## src/hw/rtl/idt_pkg.sv

```systemverilog
`default_nettype none

package idt_pkg;

    localparam int SITE_SLOTS = 32;
    localparam int SLOT_W = (SITE_SLOTS > 1) ? $clog2(SITE_SLOTS) : 1;
    localparam int SLOT_CNT_W = $clog2(SITE_SLOTS + 1);
    localparam int DEPTH_BITS = 16;
    localparam int WIN_W = 17;
    localparam int CFG_IDX_W = 1;
    localparam int CFG_DATA_W = 16;

    localparam logic [1:0] ACT_EMULATED = 2'd0;
    localparam logic [1:0] ACT_PATCH_NOP = 2'd1;
    localparam logic [1:0] ACT_RESYNC = 2'd2;

    localparam logic [CFG_IDX_W-1:0] CFG_FAULT_BUDGET = 1'd0;
    localparam logic [CFG_IDX_W-1:0] CFG_WINDOW_LENGTH = 1'd1;

    localparam logic [15:0] FAULT_BUDGET_RESET = 16'd2000;
    localparam logic [15:0] WINDOW_LENGTH_RESET = 16'd1000;

    typedef struct packed {
        logic        kind;
        logic [31:0] site_address;
        logic        is_cli;
        logic [31:0] now_ms;
    } idt_in_t;

    typedef struct packed {
        logic [1:0]  action;
        logic        interrupts_disabled;
        logic        emulation_on;
        logic [15:0] depth_now;
        logic [15:0] depth_before;
        logic [5:0]  site_slot;
        logic [31:0] site_hit_count;
        logic        budget_tripped;
        logic        leak_found;
        logic [31:0] leak_total;
        logic [31:0] fault_total;
    } idt_out_t;

    typedef struct packed {
        logic load;
        logic scan;
        logic commit;
    } idt_cmd_t;

    typedef struct packed {
        logic bypass;
        logic scan_done;
        logic out_free;
    } idt_status_t;

    function automatic logic [31:0] sat_inc32(input logic [31:0] v);
        return (v == 32'hFFFF_FFFF) ? v : v + 32'd1;
    endfunction

    function automatic logic [15:0] depth_field(input logic [DEPTH_BITS-1:0] d);
        logic [31:0] w;
        w = 32'(d);
        return w[15:0];
    endfunction

endpackage

`default_nettype wire

```

## src/hw/rtl/idt_ctrl.sv

```systemverilog
`default_nettype none

module idt_ctrl (
    input  wire logic                 clk,
    input  wire logic                 rst_n,
    input  wire logic                 in_valid,
    output logic                      in_ready,
    input  wire idt_pkg::idt_status_t status,
    output idt_pkg::idt_cmd_t         cmd
);
    import idt_pkg::*;

    typedef enum logic [2:0] {
        S_IDLE   = 3'b001,
        S_SCAN   = 3'b010,
        S_COMMIT = 3'b100
    } state_t;

    state_t state_reg;
    state_t state_next;

    always_comb
    begin
        state_next = state_reg;
        cmd = '0;
        in_ready = 1'b0;
        case (state_reg)
            S_IDLE:
            begin
                in_ready = 1'b1;
                if (in_valid)
                begin
                    cmd.load = 1'b1;
                    state_next = S_SCAN;
                end
            end
            S_SCAN:
            begin
                if (status.bypass)
                begin
                    state_next = S_COMMIT;
                end
                else
                begin
                    cmd.scan = 1'b1;
                    if (status.scan_done)
                    begin
                        state_next = S_COMMIT;
                    end
                end
            end
            S_COMMIT:
            begin
                if (status.out_free)
                begin
                    cmd.commit = 1'b1;
                    state_next = S_IDLE;
                end
            end
            default:
            begin
                state_next = S_IDLE;
            end
        endcase
    end

    always_ff @(posedge clk or negedge rst_n)
    begin
        if (!rst_n)
        begin
            state_reg <= S_IDLE;
        end
        else
        begin
            state_reg <= state_next;
        end
    end

endmodule

`default_nettype wire

```

## src/hw/rtl/idt_datapath.sv

```systemverilog
`default_nettype none

module idt_datapath (
    input  wire logic                             clk,
    input  wire logic                             rst_n,
    input  wire idt_pkg::idt_cmd_t                cmd,
    output idt_pkg::idt_status_t                  status,
    input  wire idt_pkg::idt_in_t                 in_data,
    output idt_pkg::idt_out_t                     out_data,
    output logic                                  out_valid,
    input  wire logic                             out_ready,
    input  wire logic                             cfg_we,
    input  wire logic [idt_pkg::CFG_IDX_W-1:0]    cfg_index,
    input  wire logic [idt_pkg::CFG_DATA_W-1:0]   cfg_wdata
);
    import idt_pkg::*;

    localparam logic [DEPTH_BITS-1:0] DEPTH_MAX = '1;
    localparam logic [WIN_W-1:0] WIN_MAX = '1;

    logic [31:0] site_addr_mem [SITE_SLOTS];
    logic [31:0] site_hits_mem [SITE_SLOTS];

    logic [15:0] budget_reg;
    logic [15:0] win_len_reg;

    idt_in_t item_reg;

    logic [SLOT_CNT_W-1:0] fill_reg;
    logic [SLOT_CNT_W-1:0] fill_next;
    logic [SLOT_CNT_W-1:0] idx_reg;
    logic                  pend_reg;
    logic [SLOT_W-1:0]     pend_idx_reg;
    logic [31:0]           rd_addr_reg;
    logic [31:0]           rd_hits_reg;
    logic                  hit_reg;
    logic [SLOT_W-1:0]     hit_slot_reg;
    logic [31:0]           hit_cnt_reg;

    logic [DEPTH_BITS-1:0] depth_reg;
    logic [DEPTH_BITS-1:0] depth_next;
    logic                  emu_reg;
    logic                  emu_next;
    logic                  begun_reg;
    logic                  begun_next;
    logic [31:0]           start_reg;
    logic [31:0]           start_next;
    logic [WIN_W-1:0]      wf_reg;
    logic [WIN_W-1:0]      wf_next;
    logic [31:0]           faults_reg;
    logic [31:0]           faults_next;
    logic [31:0]           leaks_reg;
    logic [31:0]           leaks_next;

    logic     out_valid_reg;
    idt_out_t out_reg;
    idt_out_t out_next;

    logic                  issue;
    logic                  match;
    logic                  wr_en;
    logic [SLOT_W-1:0]     wr_slot;
    logic                  wr_addr_en;
    logic [31:0]           wr_hits;
    logic [31:0]           start_eff;
    logic [31:0]           elapsed;
    logic [WIN_W-1:0]      wf_inc;
    logic                  trip;

    assign issue = (idx_reg < fill_reg);
    assign match = pend_reg && (rd_addr_reg == item_reg.site_address);

    assign status.bypass = item_reg.kind || !emu_reg;
    assign status.scan_done = match || !issue;
    assign status.out_free = !out_valid_reg || out_ready;

    assign out_valid = out_valid_reg;
    assign out_data = out_reg;

    always_comb
    begin
        depth_next = depth_reg;
        emu_next = emu_reg;
        begun_next = begun_reg;
        start_next = start_reg;
        wf_next = wf_reg;
        faults_next = faults_reg;
        leaks_next = leaks_reg;
        fill_next = fill_reg;
        wr_en = 1'b0;
        wr_addr_en = 1'b0;
        wr_slot = hit_slot_reg;
        wr_hits = sat_inc32(hit_cnt_reg);
        trip = 1'b0;
        start_eff = begun_reg ? start_reg : item_reg.now_ms;
        elapsed = item_reg.now_ms - start_eff;
        wf_inc = (wf_reg == WIN_MAX) ? wf_reg : wf_reg + 1'b1;

        out_next = '0;
        out_next.depth_before = depth_field(depth_reg);
        out_next.site_slot = 6'(SITE_SLOTS);

        if (item_reg.kind)
        begin
            out_next.action = ACT_RESYNC;
            if (depth_reg != '0)
            begin
                out_next.leak_found = 1'b1;
                leaks_next = sat_inc32(leaks_reg);
            end
            depth_next = '0;
        end
        else if (!emu_reg)
        begin
            out_next.action = ACT_PATCH_NOP;
        end
        else
        begin
            out_next.action = ACT_EMULATED;
            if (hit_reg)
            begin
                wr_en = 1'b1;
                out_next.site_slot = 6'(hit_slot_reg);
                out_next.site_hit_count = wr_hits;
            end
            else if (fill_reg < SLOT_CNT_W'(SITE_SLOTS))
            begin
                wr_en = 1'b1;
                wr_addr_en = 1'b1;
                wr_slot = fill_reg[SLOT_W-1:0];
                wr_hits = 32'd1;
                fill_next = fill_reg + 1'b1;
                out_next.site_slot = 6'(fill_reg);
                out_next.site_hit_count = 32'd1;
            end

            if (item_reg.is_cli)
            begin
                if (depth_reg != DEPTH_MAX)
                begin
                    depth_next = depth_reg + 1'b1;
                end
            end
            else if (depth_reg != '0)
            begin
                depth_next = depth_reg - 1'b1;
            end

            faults_next = sat_inc32(faults_reg);
            begun_next = 1'b1;
            if (elapsed >= {16'd0, win_len_reg})
            begin
                start_next = item_reg.now_ms;
                wf_next = '0;
            end
            else
            begin
                start_next = start_eff;
                wf_next = wf_inc;
                if (wf_inc > {1'b0, budget_reg})
                begin
                    trip = 1'b1;
                    emu_next = 1'b0;
                    depth_next = '0;
                end
            end
        end

        out_next.budget_tripped = trip;
        out_next.interrupts_disabled = (depth_next != '0);
        out_next.emulation_on = emu_next;
        out_next.depth_now = depth_field(depth_next);
        out_next.leak_total = leaks_next;
        out_next.fault_total = faults_next;
    end

    always_ff @(posedge clk)
    begin
        if (cmd.scan && issue)
        begin
            rd_addr_reg <= site_addr_mem[idx_reg[SLOT_W-1:0]];
            rd_hits_reg <= site_hits_mem[idx_reg[SLOT_W-1:0]];
        end
        if (cmd.commit && wr_en)
        begin
            site_hits_mem[wr_slot] <= wr_hits;
            if (wr_addr_en)
            begin
                site_addr_mem[wr_slot] <= item_reg.site_address;
            end
        end
    end

    always_ff @(posedge clk)
    begin
        if (cmd.load)
        begin
            item_reg <= in_data;
        end
        if (cmd.scan && match)
        begin
            hit_slot_reg <= pend_idx_reg;
            hit_cnt_reg <= rd_hits_reg;
        end
        if (cmd.scan)
        begin
            pend_idx_reg <= idx_reg[SLOT_W-1:0];
        end
        if (cmd.commit)
        begin
            out_reg <= out_next;
        end
    end

    always_ff @(posedge clk or negedge rst_n)
    begin
        if (!rst_n)
        begin
            budget_reg <= FAULT_BUDGET_RESET;
            win_len_reg <= WINDOW_LENGTH_RESET;
            fill_reg <= '0;
            idx_reg <= '0;
            pend_reg <= 1'b0;
            hit_reg <= 1'b0;
            depth_reg <= '0;
            emu_reg <= 1'b1;
            begun_reg <= 1'b0;
            start_reg <= '0;
            wf_reg <= '0;
            faults_reg <= '0;
            leaks_reg <= '0;
            out_valid_reg <= 1'b0;
        end
        else
        begin
            if (cfg_we)
            begin
                case (cfg_index)
                    CFG_FAULT_BUDGET:  budget_reg <= cfg_wdata;
                    CFG_WINDOW_LENGTH: win_len_reg <= cfg_wdata;
                    default:           ;
                endcase
            end

            if (cmd.load)
            begin
                idx_reg <= '0;
                pend_reg <= 1'b0;
                hit_reg <= 1'b0;
            end
            else if (cmd.scan)
            begin
                if (match)
                begin
                    hit_reg <= 1'b1;
                end
                pend_reg <= issue && !match;
                if (issue)
                begin
                    idx_reg <= idx_reg + 1'b1;
                end
            end

            if (cmd.commit)
            begin
                fill_reg <= fill_next;
                depth_reg <= depth_next;
                emu_reg <= emu_next;
                begun_reg <= begun_next;
                start_reg <= start_next;
                wf_reg <= wf_next;
                faults_reg <= faults_next;
                leaks_reg <= leaks_next;
                out_valid_reg <= 1'b1;
            end
            else if (out_ready)
            begin
                out_valid_reg <= 1'b0;
            end
        end
    end

endmodule

`default_nettype wire

```

## src/hw/rtl/irq_disable_depth_tracker.sv

```systemverilog
`default_nettype none

// Channel   Direction  Handshake               Payload
// in        input      in_valid / in_ready     in_data (idt_in_t)
// out       output     out_valid / out_ready   out_data (idt_out_t)
// cfg       input      cfg_we                  cfg_index, cfg_wdata
//
// A trap reads site slots until a match is found (at most the number of claimed
// slots, 32). The site table memory is read one slot per cycle during that scan.
// A resync, or a trap seen with emulation off, skips the scan. Reset leaves the
// site table empty, so it needs no clearing pass. A result waits in the output
// register while out_ready is low; the next input transfer is still taken, and
// its update holds until that result leaves.

module irq_disable_depth_tracker (
    input  wire logic                             clk,
    input  wire logic                             rst_n,
    input  wire logic                             in_valid,
    output logic                                  in_ready,
    input  wire idt_pkg::idt_in_t                 in_data,
    output logic                                  out_valid,
    input  wire logic                             out_ready,
    output idt_pkg::idt_out_t                     out_data,
    input  wire logic                             cfg_we,
    input  wire logic [idt_pkg::CFG_IDX_W-1:0]    cfg_index,
    input  wire logic [idt_pkg::CFG_DATA_W-1:0]   cfg_wdata
);
    import idt_pkg::*;

    idt_cmd_t    cmd;
    idt_status_t status;

    idt_ctrl u_ctrl (
        .clk      (clk),
        .rst_n    (rst_n),
        .in_valid (in_valid),
        .in_ready (in_ready),
        .status   (status),
        .cmd      (cmd)
    );

    idt_datapath u_datapath (
        .clk       (clk),
        .rst_n     (rst_n),
        .cmd       (cmd),
        .status    (status),
        .in_data   (in_data),
        .out_data  (out_data),
        .out_valid (out_valid),
        .out_ready (out_ready),
        .cfg_we    (cfg_we),
        .cfg_index (cfg_index),
        .cfg_wdata (cfg_wdata)
    );

endmodule

`default_nettype wire
```

## config.mk

```make
export PLATFORM = sky130hd
export DESIGN_NAME = irq_disable_depth_tracker
export DESIGN_NICKNAME = d
export VERILOG_FILES = /design/src/hw/rtl/idt_pkg.sv /design/src/hw/rtl/idt_ctrl.sv /design/src/hw/rtl/idt_datapath.sv /design/src/hw/rtl/irq_disable_depth_tracker.sv
export SDC_FILE = /design/constraint.sdc
export NUM_CORES = 2
export LEC_CHECK = 0
export BUFFER_PORTS_ARGS = -buffer_cell sky130_fd_sc_hd__buf_4
export CAP_MARGIN = 15
export CORE_MARGIN = 2
export CORE_UTILIZATION = 45
export CTS_CLUSTER_SIZE = 8
export DETAILED_ROUTE_END_ITERATION = 8
export HOLD_SLACK_MARGIN = 0.06
export SYNTH_ARGS = -nofsm -noshare
export SYNTH_HDL_FRONTEND = slang
export SYNTH_SLANG_ARGS = --single-unit
```

## constraint.sdc

```tcl
create_clock -name clk -period 8.98 [get_ports clk]
set_input_delay 1.796 -clock clk [delete_from_list [all_inputs] [get_ports clk]]
set_output_delay 1.796 -clock clk [all_outputs]
set_load 0.05 [all_outputs]
```

==> results.tsv <==
stage	metric	value	unit
synthesis	synthArstFlopShare	7.12	%
cells_and_area	drive_gt1_share	29.3	%
setup_path	critPathKind	reg2reg	
synthesis	syn_area_per_cell	20.2	um^2
setup_path	end_kind	flop	
placement	dp.cells	8179	
power	p_per_area	231	nW/um^2
min_path	hold_class	reg2reg	
routing	drt-wirelength-per-cell	29.0	um
die	core_area	224000	um^2
routing	routed_wl	251000	um
routing	drc	0	
die	boundaryPins	230	
grt	grt-ovfl-total	0	
synthesis	synth-seq-cells	2541	
routing	num_vias	51200	
grt	antenna_found_initial	3	
cells_and_area	syn_to_final_growth	16.0	%
routing	vias_per_cell	5.92	
synthesis	synth-main-ff-cell	edfxtp_1	
power	p_leak	40.2	nW
synthesis	yosysWarnings	0	
routing	drt_pass1_iterations	6	
placement	post-dp-hpwl	137000	um
cts	postCtsSetupBuffers	0	
synthesis	yosys-top-cells-area	edfxtp_1 70%, mux4_2 14%, dfrtp_1 4.1%	
cts	clkTransAtPathRegs	60	ps
routing	drt.antenna.violating_nets	0	
cts	cts.repair.resized	0	
cells_and_area	finalNetCount	5725	
placement	io_buffers	229	
cts	cts_tree	built	
sta	finalSetupTns	0	ps
placement	gp_congestion	0.861	
cells_and_area	layout_common_cells	2,360 x edfxtp_1, 640 x mux4_2, 386 x buf_4	
synthesis	netlist_area	101000	um^2
die	die_x	479	um
sta	fmax	176	MHz
cts	clockBufferDepth	4	
grt	grtUsageTotal	21.9	%
grt	grt_pass1_vias	52400	
routing	drtIter0Drc	5471	
die	die_area	229000	um^2
sta	fin_skew	92.1	ps
synthesis	yosysSeqAreaShare	74.3	%
sta	hold_viol_final	0	
grt	grt_max_degree	132	
cts	cts.root.buffer_cell	clkbuf_16	
die	die_h	479	um
setup_path	cp_data_arrival_time	6440	ps
cts	clkSinkCount	2541	
cts	htree_num_levels	5	
die	initial_core_util	45.2	%
synthesis	synth_edf_count	2360	
sta	rsz0062_at_grt	false	
job	max_cap_violations	0	
synthesis	yosys.area.top_type	edfxtp_1	
cells_and_area	mostFrequentLayoutCell	edfxtp_1	
status	outcome	completed	
synthesis	synth_cell_types	88	
sta	setup_violations	0	
die	rows	174	
sta	fin_crit_sh	63.1	%
sta	period_needed	5670	ps
setup_path	cp-start-kind	flop	
setup_path	cp_max_fo	32	
setup_path	cp.required	9750	ps
sta	finalMaxSlewViolations	0	
synthesis	synthDominantCellAreaShare	69.8	%
grt	grt_pass1_wl	368000	um
cts	numCtsBuffers	368	
sta	tightest_slew	1120	ps
sta	slew_headroom	25.1	%
cts	clk_latency	990	ps
power	peakVddDrop	0.222	mV
synthesis	synth_fp_nets	5185	
cells_and_area	fillers	17500	
synthesis	synthCells	5017	
cts	cts_hold_buffers	0	
cells_and_area	stdcell_count	8652	
## where the power goes
| part | switching, W | internal, W |
|---|---|---|
| sequential | 0.000115 | 0.0133 |
| combinational | 0.00118 | 0.000509 |
| clock | 0.00467 | 0.00738 |
## worst max-delay path, cell delays in order, from the launching register on
cell and delay [ps]:
dfrtp_2 640, mux2i_1 300, ha_1 320, a21oi_1 230
nand2_1 80, o21ai_1 480, nand2_1 140, xnor2_1 150
ha_1 290, a21o_1 190, a21oi_1 150, nor2b_1 60
a2111oi_0 490, o21ai_1 180, a211oi_2 290, and4_1 220
and4_1 460, a31oi_4 120, buf_4 340, mux2_4 370
## cell usage after synthesis (all sizes together) (7+ instances only)
library cell     n
inv             73
a211oi           9
o31ai            8
nor2b           13
nand2          216
o21ai           74
mux2           119
nor2           246
a31oi           14
clkbuf         175
ha              79
nor4            19
mux2i           33
dfrtp          167
o211ai          11
a22o            14
a21oi           56
and4            12
edfxtp        2360
nand2b          20
xor2            94
a21o            23
nand3          100
dfstp           14
xnor2          143
nor3            37
or3             11
and3            23
mux4           640
o21a             7
nand4           59
buf             51
and2            14
## final timing paths
kind	to	from	slack (ps)	cells after the start
max in group asynchronous	u_datapath.idx_reg[3]	rst_n	6610	2
worst max register to register	u_datapath.start_reg[11]	u_datapath.begun_reg	3310	19
worst min-delay path	u_datapath.hit_cnt_reg[1]	u_datapath.rd_hits_reg[1]	410	0
worst min register to register	u_datapath.hit_cnt_reg[1]	u_datapath.rd_hits_reg[1]	410	0
worst max-delay path	u_datapath.start_reg[11]	u_datapath.begun_reg	3310	19
min in group asynchronous	u_datapath.start_reg[1]	rst_n	980	1
## stage by stage
stage	utilization [%]	power (W)	hold WS, ps	area [um^2]	setup WS (ps)
after floorplan	-	0.0147	400	101000	1220
after global placement	48.1	0.0153	401	108000	3280
after detailed placement	48.1	0.0153	405	108000	3330
after CTS	52.4	0.0274	413	118000	3270
after global routing	52.5	0.0281	417	118000	2830
final	52.5	0.0271	410	118000	3310
## metal layers
layer  part of all wire [%]  global-route usage (%)  routed length (um)
met5                      0                       0                   0
met4                    2.2                    5.84                5510
met3                    7.0                    3.72               17500
met2                     48                    34.7              120000
met1                     43                    31.7              108000
## kinds of logic (layout without fill, tap and decap cells)
group | after synthesis | after routing | synth area share, %
flops | 2541 | 2541 | 74.3
simple gates | 793 | 793 | 3.70
mux | 792 | 792 | 16.0
buf+inv | 299 | 939 | 1.16
compound gates | 275 | 275 | 1.82
xor+xnor | 237 | 237 | 2.05
fa+ha+maj | 80 | 80 | 0.994
other cells | 0 | 3 | 0
## cell type report
type	instances	area, um^2	share of cell area, %
well taps	2992	3740	3.18
flip-flops and latches	2541	75400	64.1
clock buffers	461	9690	8.23
inverters	73	282	0.239
multi-input cells	2177	25400	21.6
clock inverters	9	77.6	0.0659
repair buffers	396	3110	2.64
diodes	3	7.51	0.00638
No activity file was read; power rests on OpenSTA's default activity.
